[src/sv/bdh_pkg.sv]
// Package for the button debounce and hold block.
// Holds the per-button state code, sizes and register indexes.
// No dependencies.
package bdh_pkg;

    localparam int NUM_BUTTONS = 8;
    localparam int IDX_W       = 3;
    localparam int TIME_W      = 32;
    localparam int LIMIT_W     = 16;
    localparam int CFG_IDX_W   = 1;

    localparam logic [CFG_IDX_W-1:0] REG_DEBOUNCE_LIMIT = 1'd0;
    localparam logic [CFG_IDX_W-1:0] REG_HOLD_LIMIT     = 1'd1;

    localparam logic [LIMIT_W-1:0] DEBOUNCE_LIMIT_RST = 16'd50;
    localparam logic [LIMIT_W-1:0] HOLD_LIMIT_RST     = 16'd2000;

    typedef enum logic [2:0] {
        ST_UP       = 3'd0,
        ST_PRESSED  = 3'd1,
        ST_DEBOUNCE = 3'd2,
        ST_DOWN     = 3'd3,
        ST_HELD     = 3'd4,
        ST_RELEASED = 3'd5
    } btn_state_t;

endpackage

[src/sv/bdh_if.sv]
// Valid/ready channel interfaces for the button debounce and hold block.
// Sample channel in, result channel out. Depends on bdh_pkg.
interface bdh_sample_if;
    logic                        valid;
    logic                        ready;
    logic [bdh_pkg::IDX_W-1:0]   button_index;
    logic                        pin_level;
    logic [bdh_pkg::TIME_W-1:0]  now_ms;

    modport source (output valid, output button_index, output pin_level, output now_ms,
                    input ready);
    modport sink   (input valid, input button_index, input pin_level, input now_ms,
                    output ready);
endinterface

interface bdh_result_if;
    logic                        valid;
    logic                        ready;
    logic [bdh_pkg::IDX_W-1:0]   out_index;
    logic [2:0]                  new_state;

    modport source (output valid, output out_index, output new_state, input ready);
    modport sink   (input valid, input out_index, input new_state, output ready);
endinterface

[src/sv/button_debounce_hold_fsm_core.sv]
// Multi-button debouncer with long-press detection, top level.
// Per-button state and press timestamp live in two synchronous memories.
// Depends on bdh_pkg and the channel interfaces in bdh_if.sv.
//
// Usage:
//   sample channel: one transaction per pin sample (button index, raw active-low
//   pin level, free-running millisecond time). result channel: one transaction
//   per sample with the button index and its new state code.
//   Config port: cfg_we/cfg_index/cfg_data write debounce (0) or hold (1) limit;
//   write only while no transaction is in flight.
// Timing:
//   A sample accepted reads both memories into the compute stage; when that stage
//   fires, the state is written back and the result goes to the output register.
//   While results are taken, throughput is one sample per cycle, back to back, also
//   on the same button: the last write-back is forwarded over the memory read.
// Reset:
//   All buttons read as up (per-entry valid flags); limits go to 50 and 2000 ms.
// Stall:
//   When the result receiver stalls, the output register and the compute stage
//   hold; the sample channel stays ready until both are full.
module button_debounce_hold_fsm_core (
    input  logic                                clk,
    input  logic                                rst_n,
    input  logic                                cfg_we,
    input  logic [bdh_pkg::CFG_IDX_W-1:0]       cfg_index,
    input  logic [bdh_pkg::LIMIT_W-1:0]         cfg_data,
    bdh_sample_if.sink                          sample,
    bdh_result_if.source                        result
);

    localparam int N = bdh_pkg::NUM_BUTTONS;

    bdh_pkg::btn_state_t            state_mem [N];
    logic [bdh_pkg::TIME_W-1:0]     time_mem  [N];
    logic [N-1:0]                   vld_reg;

    logic [bdh_pkg::LIMIT_W-1:0]    deb_limit_reg;
    logic [bdh_pkg::LIMIT_W-1:0]    hold_limit_reg;

    // compute stage
    logic                           s1_valid_reg;
    logic [bdh_pkg::IDX_W-1:0]      s1_idx_reg;
    logic                           s1_pin_reg;
    logic [bdh_pkg::TIME_W-1:0]     s1_now_reg;
    bdh_pkg::btn_state_t            rd_state_reg;
    logic [bdh_pkg::TIME_W-1:0]     rd_time_reg;
    logic                           rd_vld_reg;

    // last write-back, for forwarding
    logic                           fwd_valid_reg;
    logic [bdh_pkg::IDX_W-1:0]      fwd_idx_reg;
    bdh_pkg::btn_state_t            fwd_state_reg;
    logic                           fwd_tw_reg;
    logic [bdh_pkg::TIME_W-1:0]     fwd_time_reg;

    // output register
    logic                           out_valid_reg;
    logic [bdh_pkg::IDX_W-1:0]      out_idx_reg;
    bdh_pkg::btn_state_t            out_state_reg;

    logic                           accept;
    logic                           s1_fire;
    logic                           fwd_hit;
    logic                           in_range;
    logic                           pressed;
    bdh_pkg::btn_state_t            cur_state;
    logic [bdh_pkg::TIME_W-1:0]     cur_time;
    logic [bdh_pkg::TIME_W-1:0]     elapsed;
    logic                           deb_over;
    logic                           hold_over;
    bdh_pkg::btn_state_t            state_next;
    logic                           time_we;

    assign s1_fire      = s1_valid_reg && (!out_valid_reg || result.ready);
    assign sample.ready = !s1_valid_reg || s1_fire;
    assign accept       = sample.valid && sample.ready;

    assign result.valid     = out_valid_reg;
    assign result.out_index = out_idx_reg;
    assign result.new_state = out_state_reg;

    // config registers
    always_ff @(posedge clk or negedge rst_n)
    begin
        if (!rst_n)
        begin
            deb_limit_reg  <= bdh_pkg::DEBOUNCE_LIMIT_RST;
            hold_limit_reg <= bdh_pkg::HOLD_LIMIT_RST;
        end
        else if (cfg_we)
        begin
            unique case (cfg_index)
                bdh_pkg::REG_DEBOUNCE_LIMIT: deb_limit_reg  <= cfg_data;
                bdh_pkg::REG_HOLD_LIMIT:     hold_limit_reg <= cfg_data;
                default: ;
            endcase
        end
    end

    // state/time update
    assign in_range  = {1'b0, s1_idx_reg} < (bdh_pkg::IDX_W+1)'(N);
    assign pressed   = !s1_pin_reg;
    assign fwd_hit   = fwd_valid_reg && (fwd_idx_reg == s1_idx_reg);
    assign cur_state = fwd_hit ? fwd_state_reg
                     : (rd_vld_reg ? rd_state_reg : bdh_pkg::ST_UP);
    assign cur_time  = (fwd_hit && fwd_tw_reg) ? fwd_time_reg : rd_time_reg;
    assign elapsed   = s1_now_reg - cur_time;
    assign deb_over  = elapsed > {{(bdh_pkg::TIME_W-bdh_pkg::LIMIT_W){1'b0}}, deb_limit_reg};
    assign hold_over = elapsed > {{(bdh_pkg::TIME_W-bdh_pkg::LIMIT_W){1'b0}}, hold_limit_reg};

    always_comb
    begin
        state_next = cur_state;
        time_we    = 1'b0;
        unique case (cur_state)
            bdh_pkg::ST_UP:
            begin
                if (pressed)
                begin
                    time_we    = 1'b1;
                    state_next = bdh_pkg::ST_PRESSED;
                end
            end
            bdh_pkg::ST_PRESSED:
                state_next = bdh_pkg::ST_DEBOUNCE;
            bdh_pkg::ST_DEBOUNCE:
            begin
                if (deb_over)
                begin
                    if (pressed)
                    begin
                        time_we    = 1'b1;
                        state_next = bdh_pkg::ST_DOWN;
                    end
                    else
                    begin
                        state_next = bdh_pkg::ST_UP;
                    end
                end
            end
            bdh_pkg::ST_DOWN:
            begin
                if (!pressed)
                    state_next = bdh_pkg::ST_RELEASED;
                else if (hold_over)
                    state_next = bdh_pkg::ST_HELD;
            end
            bdh_pkg::ST_HELD:
            begin
                if (!pressed)
                    state_next = bdh_pkg::ST_UP;
            end
            bdh_pkg::ST_RELEASED:
                state_next = bdh_pkg::ST_UP;
            default:
                state_next = bdh_pkg::ST_UP;
        endcase
        if (!in_range)
        begin
            state_next = bdh_pkg::ST_UP;
            time_we    = 1'b0;
        end
    end

    // memories: read at accept, write back when the compute stage retires
    always_ff @(posedge clk)
    begin
        if (accept)
        begin
            rd_state_reg <= state_mem[sample.button_index];
            rd_time_reg  <= time_mem[sample.button_index];
        end
        if (s1_fire && in_range)
        begin
            state_mem[s1_idx_reg] <= state_next;
            if (time_we)
                time_mem[s1_idx_reg] <= s1_now_reg;
        end
    end

    always_ff @(posedge clk or negedge rst_n)
    begin
        if (!rst_n)
        begin
            vld_reg       <= '0;
            rd_vld_reg    <= 1'b0;
            s1_valid_reg  <= 1'b0;
            fwd_valid_reg <= 1'b0;
            out_valid_reg <= 1'b0;
        end
        else
        begin
            if (accept)
                rd_vld_reg <= vld_reg[sample.button_index];
            if (s1_fire && in_range)
                vld_reg[s1_idx_reg] <= 1'b1;
            if (accept)
                s1_valid_reg <= 1'b1;
            else if (s1_fire)
                s1_valid_reg <= 1'b0;
            if (s1_fire)
                fwd_valid_reg <= in_range;
            if (s1_fire)
                out_valid_reg <= 1'b1;
            else if (result.ready)
                out_valid_reg <= 1'b0;
        end
    end

    // payload registers
    always_ff @(posedge clk)
    begin
        if (accept)
        begin
            s1_idx_reg <= sample.button_index;
            s1_pin_reg <= sample.pin_level;
            s1_now_reg <= sample.now_ms;
        end
        if (s1_fire)
        begin
            fwd_idx_reg   <= s1_idx_reg;
            fwd_state_reg <= state_next;
            fwd_tw_reg    <= time_we;
            fwd_time_reg  <= s1_now_reg;
            out_idx_reg   <= s1_idx_reg;
            out_state_reg <= state_next;
        end
    end

endmodule
[src/flat_wrapper.sv]
// flat-port wrapper written by rule: the top's interface ports become plain ports
module button_debounce_hold_fsm_core_flat 
  (clk, rst_n, cfg_we, cfg_index, cfg_data, sample_valid, sample_button_index, sample_pin_level, sample_now_ms, sample_ready, result_valid, result_out_index, result_new_state, result_ready);
  bdh_sample_if sample_i ();
  bdh_result_if result_i ();
  input  logic clk;
  input  logic rst_n;
  input  logic cfg_we;
  input  logic [bdh_pkg::CFG_IDX_W-1:0] cfg_index;
  input  logic [bdh_pkg::LIMIT_W-1:0] cfg_data;
  input wire logic [$bits(sample_i.valid)-1:0] sample_valid;
  input wire logic [$bits(sample_i.button_index)-1:0] sample_button_index;
  input wire logic [$bits(sample_i.pin_level)-1:0] sample_pin_level;
  input wire logic [$bits(sample_i.now_ms)-1:0] sample_now_ms;
  output wire logic [$bits(sample_i.ready)-1:0] sample_ready;
  output wire logic [$bits(result_i.valid)-1:0] result_valid;
  output wire logic [$bits(result_i.out_index)-1:0] result_out_index;
  output wire logic [$bits(result_i.new_state)-1:0] result_new_state;
  input wire logic [$bits(result_i.ready)-1:0] result_ready;
  assign sample_i.valid = sample_valid;
  assign sample_i.button_index = sample_button_index;
  assign sample_i.pin_level = sample_pin_level;
  assign sample_i.now_ms = sample_now_ms;
  assign sample_ready = sample_i.ready;
  assign result_valid = result_i.valid;
  assign result_out_index = result_i.out_index;
  assign result_new_state = result_i.new_state;
  assign result_i.ready = result_ready;
  button_debounce_hold_fsm_core u_core (.clk(clk), .rst_n(rst_n), .cfg_we(cfg_we), .cfg_index(cfg_index), .cfg_data(cfg_data), .sample(sample_i), .result(result_i));
endmodule
[config.mk]
export PLATFORM = sky130hd
export DESIGN_NAME = button_debounce_hold_fsm_core_flat
export DESIGN_NICKNAME = d
export VERILOG_FILES = /design/src/sv/bdh_pkg.sv /design/src/sv/bdh_if.sv /design/src/sv/button_debounce_hold_fsm_core.sv /design/src/flat_wrapper.sv
export SDC_FILE = /design/constraint.sdc
export NUM_CORES = 1
export LEC_CHECK = 0
export ABC_AREA = 1
export BUFFER_PORTS_ARGS = -buffer_cell sky130_fd_sc_hd__buf_2
export CAP_MARGIN = 20
export CORE_ASPECT_RATIO = 2
export CORE_MARGIN = 3
export CORE_UTILIZATION = 39
export CTS_CLUSTER_SIZE = 12
export DETAILED_ROUTE_END_ITERATION = 10
export GPL_TIMING_DRIVEN = 0
export PLACE_DENSITY = 0.56
export SLEW_MARGIN = 25
export SYNTH_ARGS = -nofsm -noshare
export SYNTH_HDL_FRONTEND = slang
export SYNTH_SLANG_ARGS = --single-unit
[constraint.sdc]
create_clock -name clk -period 5.2 [get_ports clk]
set_input_delay 0.52 -clock clk [delete_from_list [all_inputs] [get_ports clk]]
set_output_delay 0.52 -clock clk [all_outputs]
set_load 0.02 [all_outputs]
==> results.json <==
{
  "outcome": "finished clean",
  "cts_max_path_buffers": 3,
  "yosysMostFrequentCell": "edfxtp_1",
  "relSlewSlack_pct": 42.76,
  "end_kind": "flop",
  "slew_violations": 0,
  "finalSetupViolCount": 0,
  "vias": 13630,
  "ir_worst_vdd_mv": 0.2479,
  "synthArstFlopShare_pct": 10.14,
  "post_drt_wl_per_cell_um": 20.07,
  "dieHeight_um": 325.1,
  "grt_pass1_wl_mm": 80.80,
  "top_register": "u_core.time_mem",
  "hold_ws_ns": 0.09850,
  "drt_wl_total_mm": 54.22,
  "cts_inserted_buffers": 43,
  "ys_warn_count": 0,
  "layout.nets": 2152,
  "path_max_fanout": 21,
  "cts-root-buf": "clkbuf_16",
  "synthesis.nets": 2000,
  "worst-endpoint-arrival_ns": 5.13,
  "drive_gt1_share_pct": 11.50,
  "syn_inst": 1878,
  "regToRegSetupSlack_ns": 0.32,
  "via_per_inst": 5.046,
  "drtPass1Iterations": 6,
  "p_leak_nw": 9.201,
  "synth-edff-count": 390,
  "core_um2": 50220,
  "finalCritPeriodShare_pct": 93.84,
  "placed_area_um2": 21260,
  "area_growth_pct": 15.52,
  "path_clk_slew_ns": 0.06,
  "synthTopCellsByArea": "edfxtp_1, nand2_1, nor2_1",
  "tightest_slew_ns": 0.8586,
  "clock-sinks": 434,
  "portBuffers": 65,
  "synth.cells.most_frequent": "edfxtp_1, nand2_1, nor2_1",
  "htreeDepth": 2,
  "critPathLaunchType": "flop",
  "rsz0062_at_grt": "false",
  "io_pins": 66,
  "grt_overflow": 0,
  "seq_area_frac_synth_pct": 64.57,
  "utilization_pct": 45.68,
  "antenna_found_initial": 0,
  "track_usage_pct": 20.09,
  "crit_top_cell": "nand2_1",
  "first_iter_violations": 937,
  "p_per_area_nw_per_um2": 373.3,
  "path_class": "flop to flop",
  "fmax_ghz": 0.2049,
  "grt_pass1_vias": 14160,
  "post-route-drc-count": 0,
  "final_cell_area_um2": 22940,
  "postRouteAntennaNets": 0,
  "critPathSlowestCell": "edfxtp_1",
  "antenna_cells": 0,
  "min_path_type": "input port to flop",
  "largest_reg_flops": 256,
  "netlist.area_leader.share_pct": 58.97,
  "syn-mean-instance-area_um2": 10.57,
  "crit_required_ns": 5.45,
  "ys_seq_elements": 434,
  "synth_area_leader_cell": "edfxtp_1",
  "die-area_um2": 53830,
  "fin_crit_ns": 4.880,
  "num_rows": 116,
  "maxCapViolations": 0,
  "yosysUniqueCellTypes": 43,
  "initial_utilization_pct": 39.55,
  "gp_congestion": 0.9171,
  "fin_skew_ns": 0.04502,
  "hold_viol_final": 0,
  "grt_max_degree": 48,
  "slowest_delay_ns": 0.43,
  "fp.dieW_um": 165.6,
  "ys.flop_type": "edfxtp_1",
  "syn_area_um2": 19860,
  "clock_latency_ns": 0.59,
  "post-dp-hpwl_mm": 40.05,
  "cts_tree": "yes"
}
kinds of logic (layout without fill, tap and decap cells):
group	Yosys count	after routing	share of synthesized area, %
AO/OA/AOI/OAI	302	302	8.159
XOR/XNOR	14	14	0.6175
adder cells (fa/ha/maj)	64	64	4.070
buffers and inverters	271	445	5.166
flip-flops	434	434	64.57
multiplexers	31	31	1.569
AND/OR/NAND/NOR	762	762	15.85
per-layer routing:
| metal | share of wire (%) | track usage, % | wire length (um) | vias to the layer above |
|---|---|---|---|---|
| met5 | 0 | 0 | 0 | - |
| met2 | 57 | 39.39 | 30950 | 301 |
| met1 | 34 | 20.06 | 18390 | 6512 |
| met4 | 5.6 | 10.19 | 3024 | 0 |
| met3 | 3.4 | 2.281 | 1852 | 134 |
| li1 | - | - | - | 6681 |
cells in the final DEF (no fill, tap or decap), types with 30 or more instances in the layout:
cell       instances
nor2_1           303
inv_1            202
a21oi_1           38
o22ai_1           35
edfxtp_1         390
nand3_1           48
ha_1              61
dfrtp_1           35
clkbuf_16         46
buf_2             65
o21ai_0          183
clkbuf_1          64
a31oi_1           35
nand2_1          330
mux2i_1           30
worst max-delay path: cells and delay by family (launching register included):
family | cells | cell delay [ns]
simple gates | 16 | 1.97
buf+inv | 5 | 0.66
fa+ha+maj | 2 | 0.63
compound gates | 3 | 0.44
flops | 1 | 0.43
xor+xnor | 1 | 0.19
mux | 1 | 0.18
layout make-up:
cell class	instances	area [um^2]
Clock inverter	6	87.58
Sequential cell	434	12820
Timing Repair Buffer	107	912.1
Clock buffer	61	1174
Fill cell	4734	27280
Tap cell	649	812.0
Inverter	209	797.0
Multi-Input combinational cell	1173	6090
Buffer	62	245.2
per-stage QoR:
stage,std cells,TNS (ns),power (mW),worst slack (ns)
floorplan,1878,0,5.188,0.3000
global route,2701,0,8.986,0.005099
detailed placement,2602,-122.86,5.719,-0.6613
finish,2701,0,8.563,0.3201
global placement,2592,-365.85,5.660,-1.493
CTS,2689,0,8.624,0.05350
power breakdown:
| group | internal [mW] | switching (mW) | leakage, nW |
|---|---|---|---|
| clock | 1.58 | 1.30 | 0.608 |
| sequential | 4.03 | 0.123 | 4.08 |
| combinational | 0.506 | 1.02 | 4.51 |
path summary, 6_finish.rpt:
kind                                       from  depth (start not counted)                   endpoint
hold / removal                sample_now_ms[31]                          1      u_core.s1_now_reg[31]
max in group asynchronous                 rst_n                          2  u_core.hold_limit_reg[14]
setup / recovery           u_core.s1_idx_reg[0]                         28     u_core.time_mem[6][21]
setup reg to reg           u_core.s1_idx_reg[0]                         28     u_core.time_mem[6][21]
min in group asynchronous                 rst_n                          2    u_core.deb_limit_reg[0]
hold reg to reg            u_core.fwd_valid_reg                          1       u_core.fwd_valid_reg
timing repair:
action / 4_1_cts / 5_1_grt
gates cloned: 0 / 3
hold buffers: 0 / 1
resized for setup: 7 / 7
buffers inserted: 20 / 8
pin swaps: 8 / 7
endpoints found under the setup margin: 256 / 256
endpoints found under the hold margin: 0 / 35
(Power assumes the default switching activity.)
